<file path="src/rtl/combinadic_mask_rank_unrank_unit_macros.svh">
// ----------------------------------------------------------------------------
// Assertion macros for the combinadic mask rank / unrank unit
// Concurrent checks that can be compiled out by defining ASSERT_OFF.
// ----------------------------------------------------------------------------
`ifndef COMBINADIC_MASK_RANK_UNRANK_UNIT_MACROS_SVH
`define COMBINADIC_MASK_RANK_UNRANK_UNIT_MACROS_SVH

`ifndef ASSERT_OFF

// cond holds -> expr holds in the same cycle
`define CMRU_ASSERT_IMPLIES(label, clk, rst_n, cond, expr) \
	label: assert property (@(posedge clk) disable iff (!rst_n) (cond) |-> (expr)) \
		else $error("cmru: implication check failed");

// cond holds -> expr holds in the next cycle
`define CMRU_ASSERT_NEXT(label, clk, rst_n, cond, expr) \
	label: assert property (@(posedge clk) disable iff (!rst_n) (cond) |=> (expr)) \
		else $error("cmru: next-cycle check failed");

`else

`define CMRU_ASSERT_IMPLIES(label, clk, rst_n, cond, expr)
`define CMRU_ASSERT_NEXT(label, clk, rst_n, cond, expr)

`endif

`endif

</file>
<file path="src/rtl/cmru_pkg.sv">
// ----------------------------------------------------------------------------
// cmru_pkg
// Shared types, constants and the binomial row builder for the rank unit.
// ----------------------------------------------------------------------------
`timescale 1ns / 1ps
`default_nettype none

package cmru_pkg;

	localparam int MAX_BITS_DEF = 30;
	localparam int RANK_W       = 28;
	localparam int CNT_W        = 5;
	localparam int ROW_LEN      = 32;

	localparam logic [CNT_W-1:0] WIDTH_RST = 5'd30;
	localparam logic [CNT_W-1:0] WIDTH_MIN = 5'd2;

	localparam logic KIND_RANK   = 1'b0;
	localparam logic KIND_UNRANK = 1'b1;

	// C(a, b) for b = 0..31, zero where b > a
	typedef logic [ROW_LEN-1:0][RANK_W-1:0] binom_row_t;

	// token handed from cell to cell
	typedef struct packed {
		logic              valid;
		logic              kind;
		logic [RANK_W-1:0] rank;   // rank: running sum, unrank: residual
		logic [CNT_W-1:0]  cnt;    // rank: ones seen, unrank: ones left
		logic              flag;   // rank: high bits set
	} cmru_token_t;

	function automatic binom_row_t binom_row(input int a);
		binom_row_t row;
		row    = '0;
		row[0] = 28'd1;
		for (int r = 1; r <= a; r++) begin
			for (int b = ROW_LEN - 1; b >= 1; b--) begin
				row[b] = row[b] + row[b-1];
			end
		end
		return row;
	endfunction

endpackage

`default_nettype wire

</file>
<file path="src/rtl/cmru_cell.sv">
// ----------------------------------------------------------------------------
// cmru_cell
// One bit position of the chain: rank step at bit IDX, unrank step at the
// mirrored bit, one register stage.
// ----------------------------------------------------------------------------
`timescale 1ns / 1ps
`default_nettype none

module cmru_cell #(
	parameter int MAX_BITS = cmru_pkg::MAX_BITS_DEF,
	parameter int IDX      = 0
) (
	input  wire                                   clk,
	input  wire                                   arst_n,
	input  wire logic [cmru_pkg::CNT_W-1:0]       n,
	input  wire cmru_pkg::cmru_token_t            tok_in,
	input  wire logic [MAX_BITS-1:0]              mask_in,
	output cmru_pkg::cmru_token_t                 tok_out,
	output logic [MAX_BITS-1:0]                   mask_out
);

	localparam int                         IDX_U = MAX_BITS - 1 - IDX;
	localparam logic [cmru_pkg::CNT_W-1:0] POS_R = cmru_pkg::CNT_W'(IDX);
	localparam logic [cmru_pkg::CNT_W-1:0] POS_U = cmru_pkg::CNT_W'(IDX_U);
	localparam cmru_pkg::binom_row_t       ROW_R = cmru_pkg::binom_row(IDX);
	localparam cmru_pkg::binom_row_t       ROW_U = cmru_pkg::binom_row(IDX_U);

	cmru_pkg::cmru_token_t                tok_d;
	logic [MAX_BITS-1:0]                  mask_d;
	logic [cmru_pkg::CNT_W-1:0]           sel_r;
	logic [cmru_pkg::RANK_W-1:0]          coef_r;
	logic [cmru_pkg::RANK_W-1:0]          coef_u;
	cmru_pkg::cmru_token_t                tok_q;
	logic [MAX_BITS-1:0]                  mask_q;

	assign sel_r  = tok_in.cnt + 5'd1;
	assign coef_r = ROW_R[sel_r];
	assign coef_u = ROW_U[tok_in.cnt];

	always_comb begin
		tok_d  = tok_in;
		mask_d = mask_in;
		if (tok_in.kind == cmru_pkg::KIND_RANK) begin
			if ((POS_R < n) && mask_in[IDX]) begin
				tok_d.rank = tok_in.rank + coef_r;
				tok_d.cnt  = sel_r;
			end
		end else begin
			if ((POS_U < n) && (tok_in.cnt != '0) && (tok_in.rank >= coef_u)) begin
				tok_d.rank    = tok_in.rank - coef_u;
				tok_d.cnt     = tok_in.cnt - 5'd1;
				mask_d[IDX_U] = 1'b1;
			end
		end
	end

	always_ff @(posedge clk or negedge arst_n) begin
		if (!arst_n) begin
			tok_q  <= '0;
			mask_q <= '0;
		end else begin
			tok_q  <= tok_d;
			mask_q <= mask_d;
		end
	end

	assign tok_out  = tok_q;
	assign mask_out = mask_q;

endmodule

`default_nettype wire

</file>
<file path="config.mk">
export PLATFORM = sky130hd
export DESIGN_NAME = cmru_cell
export DESIGN_NICKNAME = d
export VERILOG_FILES = /design/src/rtl/combinadic_mask_rank_unrank_unit_macros.svh /design/src/rtl/cmru_pkg.sv /design/src/rtl/cmru_cell.sv
export SDC_FILE = /design/constraint.sdc
export NUM_CORES = 1
export LEC_CHECK = 0
export CAP_MARGIN = 25
export CORE_MARGIN = 5
export CORE_UTILIZATION = 55
export DETAILED_ROUTE_END_ITERATION = 10
export DONT_BUFFER_PORTS = 1
export PLACE_DENSITY = 0.84
export SKIP_CTS_REPAIR_TIMING = 1
export SLEW_MARGIN = 5
export SYNTH_ARGS = -nofsm -noshare
export SYNTH_HDL_FRONTEND = slang
export SYNTH_SLANG_ARGS = --single-unit
</file>
<file path="constraint.sdc">
create_clock -name clk -period 0.8 [get_ports clk]
set_clock_uncertainty 0.2 [all_clocks]
set_input_delay 0.16 -clock clk [delete_from_list [all_inputs] [get_ports clk]]
set_output_delay 0.16 -clock clk [all_outputs]
set_load 0.05 [all_outputs]
</file>
==> flow_summary.json <==
{
  "syn_to_final_growth_pct": 46.5,
  "clkPwrFrac_pct": 26.6,
  "port-buffer-count": 0,
  "drc_errors": 0,
  "number_of_global_route_vias_before_repair": 5519,
  "final_period_minus_worst_setup_slack_ns": 3.66,
  "cell_internal_pwr_uw": 7740,
  "net_load_switching_power_uw": 4700,
  "postSynthNetCount": 755,
  "min_period_over_period_pct": 458,
  "avgViaCountPerCell": 6.93,
  "ir_worst_vdd_uv": 1200,
  "dr.first_iter.drc_count": 904,
  "setup_slack_ns": -2.86,
  "crit_path_top_delay_cell": "mux4_2",
  "synth_sequential_area_ratio_pct": 30.9,
  "hold_class": "primary input to asynchronous set/reset pin",
  "critPathMaxStageDelay_ns": 0.54,
  "worstPathBufferInverterCount": 2,
  "post-synth-top-count-cell": "dfrtp_1",
  "setup-tns-final_ns": -119.25,
  "max_slew_margin_pct": 52.3,
  "start_util_pct": 55.5,
  "actual_slew_at_the_worst_max_slew_pin_ns": 0.711,
  "synthesis.yosys.warnings": 0,
  "post_synth_inst_count": 627,
  "yosysUniqueCellTypes": 68,
  "core_region_area_um2": 9640,
  "initial_antenna_violation_count": 1,
  "crit_path_end_kind": "register",
  "grt_first_pass_wirelength_um": 28200,
  "drv.max_cap_violation_count": 0,
  "run_status": "finished with violations",
  "async_reset_ff_share_pct": 100,
  "htree_levels": 3,
  "drt-wirelength-per-cell_um": 25.4,
  "leakagePower_uw": 0.00344,
  "netlist.top_cell.by_area": "dfrtp_1",
  "critical-path-top-delay-family": "compound AO/OA/AOI/OAI gates",
  "setup_viol": 100,
  "globalplace.congestion": 0.981,
  "finish.net_count": 955,
  "final-hold-violation-count": 100,
  "timing.critical_path.from_type": "primary input",
  "timing.setup.critical_path_class": "primary input to register",
  "netlist_area_um2": 5350,
  "dp_hpwl_um": 14600,
  "grt_setup_unrepaired": "yes",
  "cts.sinks": 66,
  "clk_path_buf_depth": 2,
  "tritoncts": "done",
  "globalRouteTotalUtil_pct": 30.6,
  "ant_nets": 0,
  "cts_buffers": 9,
  "number_of_synthesized_flops_with_an_enable_pin": 0,
  "die_height_um": 109,
  "grt-ovfl-total": 0,
  "detailed_route_wire_length_um": 24500,
  "timing.critical_path.mode_cell": "ha_4",
  "finalMaxSlewViolations": 0,
  "power_frac_seq_pct": 35.5,
  "post_route_cells_drive_above_1_share_pct": 40.1,
  "grt_start_max_net_pins": 67,
  "cts_root_buffer": "clkbuf_8",
  "synth_ff_type": "dfrtp_1",
  "violations": "hold timing, setup timing",
  "timing.hold.ws_ns": -0.731,
  "critPathMaxFanout": 13,
  "power_density_nw_per_um2": 1590,
  "worst-path-stages": 13,
  "ys_top_cells_by_area": "dfrtp_1, ha_1, a21oi_1",
  "die_w_um": 109,
  "area_of_the_die_um2": 11800,
  "power.share.combinational_pct": 37.9,
  "postSynthRegisterBits": 66,
  "synth_largest_type_area_fraction_pct": 30.9,
  "switching_share_pct": 37.8,
  "crit_chain": "clkinvlp_4 > ha_4 > a21oi_2 > mux4_2 > ha_4 > nand4_1 > buf_4 > a211oi_1 > o21ai_0 > a21boi_0 > o21a_1 > o211ai_1 > and3_1",
  "worstPathRequired_ns": 0.86,
  "vias": 6688,
  "worst_setup_hold_path_clk_slew_ns": 0.08,
  "postSynthAreaPerCell_um2": 8.53,
  "arrival_ns": 3.73,
  "max_clock_freq_mhz": 273,
  "rows": 36,
  "pin_count": 139,
  "first_pass_iters": 7,
  "netlist_top_cells_count": "dfrtp_1, nor2_1, ha_1"
}
[worst max-delay path by stage]
| stage | from | end | slack [ns] |
|---|---|---|---|
| floorplan | tok_in[2] | tok_out[2]$_DFF_PN0_ | -2.72 |
| global placement | tok_in[2] | tok_out[1]$_DFF_PN0_ | -2.97 |
| detailed placement | tok_in[2] | tok_out[33]$_DFF_PN0_ | -3.04 |
| CTS | tok_in[2] | tok_out[33]$_DFF_PN0_ | -2.65 |
| global route | tok_in[2] | tok_out[23]$_DFF_PN0_ | -2.94 |
| finish | tok_in[2] | tok_out[23]$_DFF_PN0_ | -2.86 |
[stage by stage]
| step | util (%) | setup slack, ns | total power (uW) | area, um2 | instances |
|---|---|---|---|---|---|
| floorplan | - | -2.72 | 6720 | 5540 | 627 |
| global placement | 71.1 | -2.97 | 8120 | 6850 | 901 |
| detailed placement | 71.1 | -3.04 | 8210 | 6850 | 901 |
| CTS | 73.4 | -2.65 | 11300 | 7070 | 916 |
| global route | 81.3 | -2.94 | 12800 | 7830 | 965 |
| finish | 81.3 | -2.86 | 12400 | 7830 | 965 |
[area by class of cell]
cell class                 count  area (um2)
multi-input combinational    508        3790
sequential                    66        1730
fill                         530        1810
clock inverter                 2        60.1
tap                          133         166
timing repair buffer         222        1840
antenna                        1        2.50
clock buffer                  13         159
inverter                      20        85.1
[flip-flops by register name (all words and copies together) (netlist names)]
signal,count
tok_out,36
mask_out,30
[per-layer routing]
metal  track usage (%)  part of all wire, %  vias up  wire (um)
li1                  -                    -     2723          -
met1              36.9                   34     3084       8440
met2              53.2                   44      677      10800
met3              6.63                   14      204       3420
met4              11.5                  7.5        0       1830
met5                 0                    0        -          0
[layout by cell type, fill, tap and decap left out, drive strengths merged, types with 10 or more instances in the layout]
cell	instances
or3	11
a211oi	26
buf	191
nand2	43
a21oi	54
nor3	15
nor2	61
dlygate4sd3	31
a21o	14
nand3	11
dfrtp	66
and3	13
inv	18
clkbuf	13
xnor2	21
xor2	11
o21ai	41
ha	54
a31oi	10
[kinds of logic (layout without fill, tap and decap cells)]
logic type | count (synthesis) | in the layout | share of synthesized area [%]
and+or+nand+nor | 198 | 198 | 18.2
other | 0 | 1 | 0
buffers and inverters | 53 | 257 | 4.38
muxes | 5 | 5 | 1.17
xor gates and xnor gates | 32 | 32 | 5.24
adders and majority gates | 55 | 55 | 13.0
AOI/OAI and AO/OA | 218 | 218 | 27.1
DFF | 66 | 66 | 30.9
[power groups by stage]
stage | clock, uW | sequential (uW) | combinational [uW]
finish | 3320 | 4420 | 4710
global placement | 0 | 4470 | 3650
detailed placement | 0 | 4480 | 3740
floorplan | 0 | 4470 | 2250
global route | 3410 | 4430 | 4910
CTS | 3160 | 4410 | 3760
No activity file was read; power rests on OpenSTA's default activity.
